$ cat src/design/ffba_ram.sv
`default_nettype none

module ffba_ram #(
    parameter int WIDTH = 8,
    parameter int DEPTH = 16
) (
    input  wire logic                     clk,
    input  wire logic                     we,
    input  wire logic [$clog2(DEPTH)-1:0] waddr,
    input  wire logic [WIDTH-1:0]         wdata,
    input  wire logic [$clog2(DEPTH)-1:0] raddr,
    output logic      [WIDTH-1:0]         rdata
);

    logic [WIDTH-1:0] mem [DEPTH];

    always_ff @(posedge clk) begin
        if (we) begin
            mem[waddr] <= wdata;
        end
        rdata <= mem[raddr];
    end

endmodule

`default_nettype wire

$ cat config.mk
export PLATFORM = sky130hd
export DESIGN_NAME = ffba_ram
export DESIGN_NICKNAME = d
export VERILOG_FILES = /design/src/design/ffba_ram.sv
export SDC_FILE = /design/constraint.sdc
export NUM_CORES = 1
export LEC_CHECK = 0
export ABC_AREA = 1
export BUFFER_PORTS_ARGS = -buffer_cell sky130_fd_sc_hd__buf_2
export CAP_MARGIN = 15
export CORE_MARGIN = 3
export CORE_UTILIZATION = 35
export CTS_BUF_LIST = sky130_fd_sc_hd__clkbuf_2 sky130_fd_sc_hd__clkbuf_4 sky130_fd_sc_hd__clkbuf_8
export CTS_CLUSTER_DIAMETER = 60
export DETAILED_ROUTE_END_ITERATION = 8
export GPL_ROUTABILITY_DRIVEN = 0
export GPL_TIMING_DRIVEN = 0
export PLACE_DENSITY = 0.47
export SYNTH_ARGS = -nofsm -noshare
export SYNTH_HDL_FRONTEND = slang
export SYNTH_SLANG_ARGS = --single-unit
$ cat constraint.sdc
create_clock -name clk -period 1.18 [get_ports clk]
set_input_delay 0.059 -clock clk [delete_from_list [all_inputs] [get_ports clk]]
set_output_delay 0.059 -clock clk [all_outputs]
set_load 0.01 [all_outputs]
==> metrics.txt, run 1 <==
Sw Ratio 22.0%; First-pass DRT Iterations 5; CP Buf/Inv Count 1; nets 610; post-synth top area cell edfxtp_1; CP Cell Sequence buf_2 > nand3b_1 > nor2_1; clk sinks 136; CORE AREA 16000 µm²; Post-synth top cells nand2_1, edfxtp_1, inv_1; first-pass GRT wire length ~22000 µm; proportion of layout cells with a drive suffix above 1 a little over an eighth; port bufs 22; required time worst endpoint 1250 ps; final hold viol count 0; CTS Buf Count 17; Worst-Margin Slew 906 ps; clock buffer depth 2; pin count of the biggest net entering global routing 17; RSZ-0062 raised after global routing false; top-area cell type share of the netlist area 66.7%; Finished Cell Area 6580 µm²; sequential-to-total area share from yosys stat 69.4%; sw power roughly 0.0023 W; routed len/inst 18.0 µm; top_reg_cell synth edfxtp_1; Fill cells 1623; GR Overflow Total 0; clock slew at reported path FFs ~70 ps; CP Capture Type register; crit-path leading delay family simple AND/OR/NAND/NOR gates; fin crit share 90.3%; H-tree level count 4; crit path kind in -> reg; CP max stage cell nor2_1; Seq pwr share 52.6%; startpoint types primary input; initial antenna violation count 0; setup_tns 0 ps; synth top area cells edfxtp_1, nand2_1, nand3_1, inv_1, dfxtp_1; Initial Util 36.0%; Ports 26; number of global-route vias before repair 3647; clock skew 9.53 ps; worst-skew pair later-pin latency 450 ps; Max IR drop VDD 0.000686 V; Comb power frac 7.0%; FF+latch count, synth 136; # diodes 0; Post-synth ARST share 0%; Avg Cell Area, Syn 10.5 µm²; # DRC 0; Ys Warns 0; DR vias/cell ~4.7; worst-path maximum fanout 8; LEAKAGE 2.83 nW; Synth cell types 12; placed cell areas around 6000 µm²; Setup violations, final 0; cells after synthesis 551; FP Rows 46; Final Non-Filler Cells 821; Arr. time, crit path 1140 ps; most frequent cell after synthesis nand2_1; max-cap viol count 0; Pwr Total 0.0103 W; slew margin rel. 39.4%; Post-Route WL 14800 µm; total number of vias 3825; Die Width 134 µm; synthesized area 5770 µm²; number of synthesized flops with an enable pin 128; outcome complete, no violations; Int Pwr 0.00803 W; TritonCTS clock tree done; CTS root buf clkbuf_8; Total Routing Usage GR 17.4%; Clk network pwr share 40.3%; number of placed cells counting well taps 789; die area 18100 µm²; final period demand of the worst path approximately 1100 ps; Hold Slack between 30 and 40 ps; CP max stage delay 690 ps; fmax 0.938 GHz; Synth-to-Final Area Change 14.2%; Worst Hold Class in -> reg; chip height roughly 130 µm; cell area power density 1560 nW/µm²; syn_nets 569; Starting DRT DRC Count 268; Final HPWL DP 9800 µm; Final ANT Viol Nets 0; pins over their slew limit 0
## sequential cells by signal, indices dropped and copies added, names as in the netlist
register	flops
rdata	8
mem	128
## power groups by stage
stage               Combinational, W  Sequential, W  Clock (W)
detailed placement          0.000729        0.00553          0
CTS                         0.000731        0.00542    0.00425
global placement            0.000722        0.00552          0
floorplan                   0.000381        0.00554          0
global route                0.000808        0.00543    0.00447
finish                      0.000725        0.00542    0.00415
## kinds of logic (layout without fill, tap and decap cells)
kind of cell	after synthesis	in the layout	synth area share (%)
buf+inv	126	180	9.52
flops	136	136	69.4
simple gates	289	289	21.0
## worst paths after layout
| check | startpoint | endpoint | slack [ps] | cells after the start |
|---|---|---|---|---|
| worst min-delay path | raddr[2] | rdata[4] | 40 | 4 |
| worst min register to register | mem[12][5] | rdata[5] | 710 | 6 |
| worst max-delay path | waddr[2] | mem[8][3] | 110 | 3 |
| worst max register to register | mem[3][2] | rdata[2] | 140 | 6 |
## per-stage QoR
| stage | util (%) | setup slack (ps) |
|---|---|---|
| global placement | 38.4 | -444 |
| global route | 41.1 | 65.2 |
| floorplan | - | 170 |
| CTS | 41.1 | 37.5 |
| detailed placement | 38.4 | -454 |
| finish | 41.1 | 114 |
## cell usage in the layout (no fill, tap or decap), drive strengths merged
master    instances
clkinvlp          1
bufinv            4
buf              46
clkinv            5
dfxtp             8
nand3b            2
inv             102
nand3            97
nor2             17
nand2           173
clkbuf           22
edfxtp          128
## layout make-up
cell class / count / area, µm² / share of cell area, %
Inverter: 102 / 383 / 5.82
Multi-Input combinational cell: 289 / 1220 / 18.5
Clock buffer: 22 / 278 / 4.22
Clock inverter: 10 / 151 / 2.30
Buffer: 24 / 166 / 2.53
Tap cell: 216 / 270 / 4.10
Timing Repair Buffer: 22 / 110 / 1.67
Sequential cell: 136 / 4000 / 60.8
## tightest hold or removal path: stages
cell     delay [ps]
buf_2           150
nand3_1          90
nand3_1          70
nand2_1          80
## what timing repair did
| action | in CTS | in global routing |
|---|---|---|
| buffers inserted | 0 | 0 |
| gates resized for setup | 0 | 3 |
| hold buffers | 0 | 0 |
| endpoints found under the setup margin | 0 | 12 |
## layer usage
metal / up-vias / global-route usage (%) / share of wire [%]
met4: 0 / 6.50 / 2.4
met1: 1814 / 24.9 / 48
met3: 27 / 4.61 / 5.6
li1: 1857 / - / -
met5: - / 0 / 0
met2: 127 / 25.4 / 44
(Power assumes the default switching activity.)
==> run 2: changes to the inputs <==
--- a/config.mk
+++ b/config.mk
@@ -8,6 +8,7 @@
 export ABC_AREA = 1
 export BUFFER_PORTS_ARGS = -buffer_cell sky130_fd_sc_hd__buf_2
 export CAP_MARGIN = 15
+export CORE_ASPECT_RATIO = 0.8
 export CORE_MARGIN = 3
 export CORE_UTILIZATION = 35
 export CTS_BUF_LIST = sky130_fd_sc_hd__clkbuf_2 sky130_fd_sc_hd__clkbuf_4 sky130_fd_sc_hd__clkbuf_8
==> metrics.txt, run 2 (synthesis gave the netlist of run 1 again) <==
startpoint types primary input (unchanged); Starting DRT DRC Count 382 (was 268); fmax 0.873 GHz (was 0.938 GHz); Most flops, register mem (unchanged); initial antenna violation count 0 (unchanged); first-pass GRT wire length 22200 µm (was 22400 µm); final period demand of the worst path 1150 ps (was 1070 ps); port bufs 22 (unchanged); CP Capture Type register (unchanged); max-cap viol count 0 (unchanged); Largest register FFs 128 (unchanged); final hold viol count 0 (unchanged); die area 18100 µm² (about the same); worst-path maximum fanout 8 (unchanged); clock slew at reported path FFs 80 ps (was 70 ps); Final HPWL DP 9930 µm (was 9800 µm); TritonCTS clock tree done (unchanged); routed len/inst 18.1 µm (was 18.0 µm); crit path kind in -> reg (unchanged); H-tree level count 4 (unchanged); Hold Slack 16.9 ps (was 36.4 ps); Synth-to-Final Area Change 13.6% (was 14.2%); number of global-route vias before repair 3557 (was 3647); Pwr Total 0.0101 W (was 0.0103 W); worst-skew pair later-pin latency 450 ps (about the same); GR Overflow Total 0 (unchanged); Total Routing Usage GR 17.5% (was 17.4%); RSZ-0062 raised after global routing false (unchanged); pins over their slew limit 0 (unchanged); FP Rows 41 (was 46); CORE AREA 16000 µm² (about the same); pin count of the biggest net entering global routing 17 (unchanged); CTS root buf clkbuf_8 (unchanged); LEAKAGE 2.81 nW (was 2.83 nW); # DRC 0 (unchanged); most frequent cells in the layout nand2_1, edfxtp_1, inv_1, nand3_1, buf_2 (unchanged); outcome complete, no violations (unchanged); Worst Hold Class in -> reg (unchanged); cell area power density 1540 nW/µm² (was 1560 nW/µm²); most common cell after layout, fill and taps aside nand2_1 (unchanged); Layout Utilization 41.0% (was 41.1%); required time worst endpoint 1240 ps (was 1250 ps); Setup violations, final 0 (unchanged); Die Width 150 µm (was 134 µm); # diodes 0 (unchanged); Arr. time, crit path 1210 ps (was 1140 ps); cts hold-fix bufs 0 (unchanged); clock skew 9.81 ps (was 9.53 ps); clk sinks 136 (unchanged); biggest regs mem: 128 flops, rdata: 8 flops (unchanged); proportion of layout cells with a drive suffix above 1 12.9% (was 13.4%); fin crit share 97.0% (was 90.3%); DP Worst Slack -471 ps (was -454 ps); slew margin rel. 29.7% (was 39.4%); DR vias/cell 4.61 (was 4.66); clock buffer depth 2 (unchanged); First-pass DRT Iterations 5 (unchanged); Final ANT Viol Nets 0 (unchanged); Fill cells 1570 (was 1623); chip height 121 µm (was 134 µm); total number of vias 3778 (was 3825); Initial Util 36.1% (was 36.0%); FF-to-FF path depth 6 (unchanged); Post-Route WL 14800 µm (about the same); Final WS setup 34.8 ps (was 114 ps); Max IR drop VDD 0.000788 V (was 0.000686 V); Hold Crit Depth 1 (was 4); nets 610 (unchanged); CTS Buf Count 17 (unchanged); Ports 26 (unchanged); Worst-Margin Slew 1050 ps (was 906 ps)
## run 2: changes by cell type in the layout (fill, tap and decap cells not counted), sizes merged
cell,before,now
clkinv,5,7
bufinv,4,3
inv,102,103
clkbuf,22,18
clkinvlp,1,3
## run 2: final timing paths
| kind | start | endpoint | slack [ps] |
|---|---|---|---|
| worst max register to register | mem[11][1] | rdata[1] | 120 |
| worst min register to register | mem[0][1] | rdata[1] | 700 |
| worst min-delay path | wdata[1] | mem[15][1] | 20 |
| worst max-delay path | waddr[1] | mem[13][4] | 30 |
## run 2: final cells by class
cell class | instances | area [µm²] | area share, %
Buffer | 24 | 166 | 2.54
Clock buffer | 18 | 241 | 3.69
Clock inverter | 14 | 156 | 2.39
Inverter | 102 | 383 | 5.85
Multi-Input combinational cell | 289 | 1220 | 18.6
Sequential cell | 136 | 4000 | 61.1
Tap cell | 215 | 269 | 4.11
Timing Repair Buffer | 22 | 110 | 1.68
## run 2: worst max-delay path, stage by stage
cell     delay (ps)
buf_2           110
inv_1            60
nand2_1         130
nor2_1          840
## run 2: report_power, final
part           total, W  switching, W  internal (W)
clock           0.00391       0.00182       0.00208
combinational  0.000731      0.000523      0.000208
sequential      0.00542     0.0000250       0.00539
total            0.0101       0.00237       0.00769
## run 2: what timing repair did
action	CTS	global route
gates resized for setup	0	2
setup endpoints to repair	0	16
buffers inserted	0	0
## run 2: metrics by stage
step / area, µm² / setup TNS, ps / instances
2_1_floorplan: 5770 / 0 / 551
3_3_place_gp: 6150 / -37490 / 788
3_5_place_dp: 6150 / -40260 / 788
4_1_cts: 6540 / 0 / 820
5_1_grt: 6550 / 0 / 820
6_report: 6550 / 0 / 820
## run 2: metal layers
| layer | part of all wire (%) | vias up | GRT usage [%] |
|---|---|---|---|
| met2 | 40 | 116 | 23.2 |
| met5 | 0 | - | 0 |
| met3 | 5.2 | 12 | 4.61 |
| met4 | 1.4 | 0 | 5.37 |
| met1 | 53 | 1800 | 27.5 |
| li1 | - | 1850 | - |
==> run 3: changes to the inputs <==
--- a/config.mk
+++ b/config.mk
@@ -8,6 +8,8 @@
 export ABC_AREA = 1
 export BUFFER_PORTS_ARGS = -buffer_cell sky130_fd_sc_hd__buf_2
 export CAP_MARGIN = 15
+export CELL_PAD_IN_SITES_DETAIL_PLACEMENT = 1
+export CELL_PAD_IN_SITES_GLOBAL_PLACEMENT = 2
 export CORE_ASPECT_RATIO = 0.8
 export CORE_MARGIN = 3
 export CORE_UTILIZATION = 35
@@ -16,7 +18,7 @@
 export DETAILED_ROUTE_END_ITERATION = 8
 export GPL_ROUTABILITY_DRIVEN = 0
 export GPL_TIMING_DRIVEN = 0
-export PLACE_DENSITY = 0.47
+export PLACE_DENSITY = 0.67
 export SYNTH_ARGS = -nofsm -noshare
 export SYNTH_HDL_FRONTEND = slang
 export SYNTH_SLANG_ARGS = --single-unit
==> metrics.txt, run 3 (synthesis gave the netlist of run 1 again) <==
Ports 26 (unchanged); Critical Path Sink mem[5][2] (was mem[13][4]); Initial Util 36.1% (unchanged); most common cell after layout, fill and taps aside nand2_1 (unchanged); Worst-Margin Slew 942 ps (was 1050 ps); CP max stage cell nor2_1 (unchanged); # diodes 0 (unchanged); Hold Slack 56.5 ps (was 16.9 ps); max-cap viol count 0 (unchanged); FF-to-FF path depth 6 (unchanged); DP Worst Slack -502 ps (was -471 ps); CORE AREA 16000 µm² (unchanged); total number of vias 3863 (was 3778); final hold viol count 0 (unchanged); Total Routing Usage GR 19.7% (was 17.5%); Worst Hold Class in -> reg (unchanged); LEAKAGE 2.81 nW (about the same); Fill cells 1787 (was 1570); GR Overflow Total 0 (unchanged); CTS root buf clkbuf_8 (unchanged); final period demand of the worst path 1170 ps (was 1150 ps); Final HPWL DP 11300 µm (was 9930 µm); cell area power density 1540 nW/µm² (about the same); Finished Cell Area 6560 µm² (was 6550 µm²); placed cell areas 6150 µm² (unchanged); Post-Route WL 16700 µm (was 14800 µm); CP Cell Sequence buf_2 > nand3b_1 > nor2_1 (was buf_2 > inv_1 > nand2_1 > nor2_1); pins over their slew limit 0 (unchanged); biggest regs mem: 128 flops, rdata: 8 flops (unchanged); CP Capture Type register (unchanged); Final WS setup 14.1 ps (was 34.8 ps); Storage cell area 4000 µm² (unchanged); Starting DRT DRC Count 365 (was 382); multi-input combinational cell area 1220 µm² (about the same); port bufs 22 (unchanged); # DRC 0 (unchanged); worst-path maximum fanout 8 (unchanged); CTS Buf Count 17 (unchanged); most frequent cells in the layout nand2_1, edfxtp_1, inv_1, nand3_1, buf_2 (unchanged); Setup violations, final 0 (unchanged); FP Rows 41 (unchanged); reg2reg setup slack 90 ps (was 120 ps); pin count of the biggest net entering global routing 17 (unchanged); Largest register FFs 128 (unchanged); clock buffer depth 2 (unchanged); chip height 121 µm (unchanged); CP max stage delay 770 ps (was 840 ps); worst-skew pair later-pin latency 440 ps (was 450 ps); DR vias/cell 4.71 (was 4.61); die area 18100 µm² (unchanged); initial antenna violation count 0 (unchanged); Max IR drop VDD 0.000712 V (was 0.000788 V); required time worst endpoint 1250 ps (was 1240 ps); startpoint types primary input (unchanged); number of global-route vias before repair 3984 (was 3557); clock slew at reported path FFs 80 ps (about the same); first-pass GRT wire length 25100 µm (was 22200 µm); clk sinks 136 (unchanged); Die Width 150 µm (unchanged); routed len/inst 20.4 µm (was 18.1 µm); Arr. time, crit path 1230 ps (was 1210 ps); reg2reg end rdata[0] (was rdata[1]); RSZ-0062 raised after global routing false (unchanged); clock skew 5.73 ps (was 9.81 ps); Final ANT Viol Nets 0 (unchanged); CP Launch Point waddr[3] (was waddr[1]); First-pass DRT Iterations 4 (was 5); Most flops, register mem (unchanged); nets 610 (unchanged); TritonCTS clock tree done (unchanged); crit path kind in -> reg (unchanged); slew margin rel. 36.9% (was 29.7%); fmax 0.858 GHz (was 0.873 GHz); fin crit share 98.8% (was 97.0%); proportion of layout cells with a drive suffix above 1 13.2% (was 12.9%); setup_tns 0 ps (unchanged); Synth-to-Final Area Change 13.7% (was 13.6%); outcome complete, no violations (unchanged); RR Startpoint mem[15][0] (was mem[11][1]); H-tree level count 4 (unchanged)
-- run 3: changes by cell type in the layout (fill, tap and decap cells not counted), sizes merged --
| cell | before | now |
|---|---|---|
| clkbuf | 18 | 22 |
| clkinvlp | 3 | 1 |
| clkinv | 7 | 6 |
| inv | 103 | 102 |
-- run 3: cell type report --
cell class                 instances  area share, %
inverter                         102           5.84
buffer                            24           2.54
tap                              215           4.10
multi-input combinational        289           18.7
timing repair buffer              22           1.68
clock inverter                    10           1.95
clock buffer                      22           4.14
sequential                       136           61.1
-- run 3: through the flow --
| step | power [W] | std cells | util, % |
|---|---|---|---|
| floorplan | 0.00592 | 551 | - |
| global placement | 0.00627 | 788 | 38.5 |
| detailed placement | 0.00630 | 788 | 38.5 |
| CTS | 0.0102 | 820 | 41.0 |
| global route | 0.0105 | 820 | 41.1 |
| finish | 0.0101 | 820 | 41.1 |
-- run 3: routing by layer --
metal	track usage, %	share of wire, %
met1	28.8	49
met2	29.9	45
met3	4.61	4.7
met4	4.92	1.2
met5	0	0
-- run 3: how the worst min path moves through the flow --
| stage | startpoint | depth (start not counted) | end |
|---|---|---|---|
| 6_report | wdata[4] | 1 | mem[10][4] |
| 4_1_cts | raddr[3] | 3 | rdata[6] |
| 2_1_floorplan | wdata[0] | 0 | mem[0][0] |
| 3_3_place_gp | rdata[3] | 1 | rdata[3] |
| 5_1_grt | wdata[2] | 1 | mem[3][2] |
| 3_5_place_dp | rdata[6] | 1 | rdata[6] |
-- run 3: critical path, delay by kind of cell --
kind | cells | cell delay (ps)
buffers and inverters | 1 | 120
AND/OR/NAND/NOR | 2 | 1040
-- run 3: what timing repair did --
item / in CTS / in global routing
endpoints found under the setup margin: 12 / 16
setup buffers: 0 / 0
resized for setup: 1 / 3
hold buffers: 0 / 0
hold endpoints to repair: 0 / 0
-- run 3: report_power, final --
group / leakage, nW / switching (W) / internal [W]
sequential: 1.22 / 0.0000276 / 0.00539
combinational: 1.39 / 0.000555 / 0.000208
clock: 0.204 / 0.00175 / 0.00218
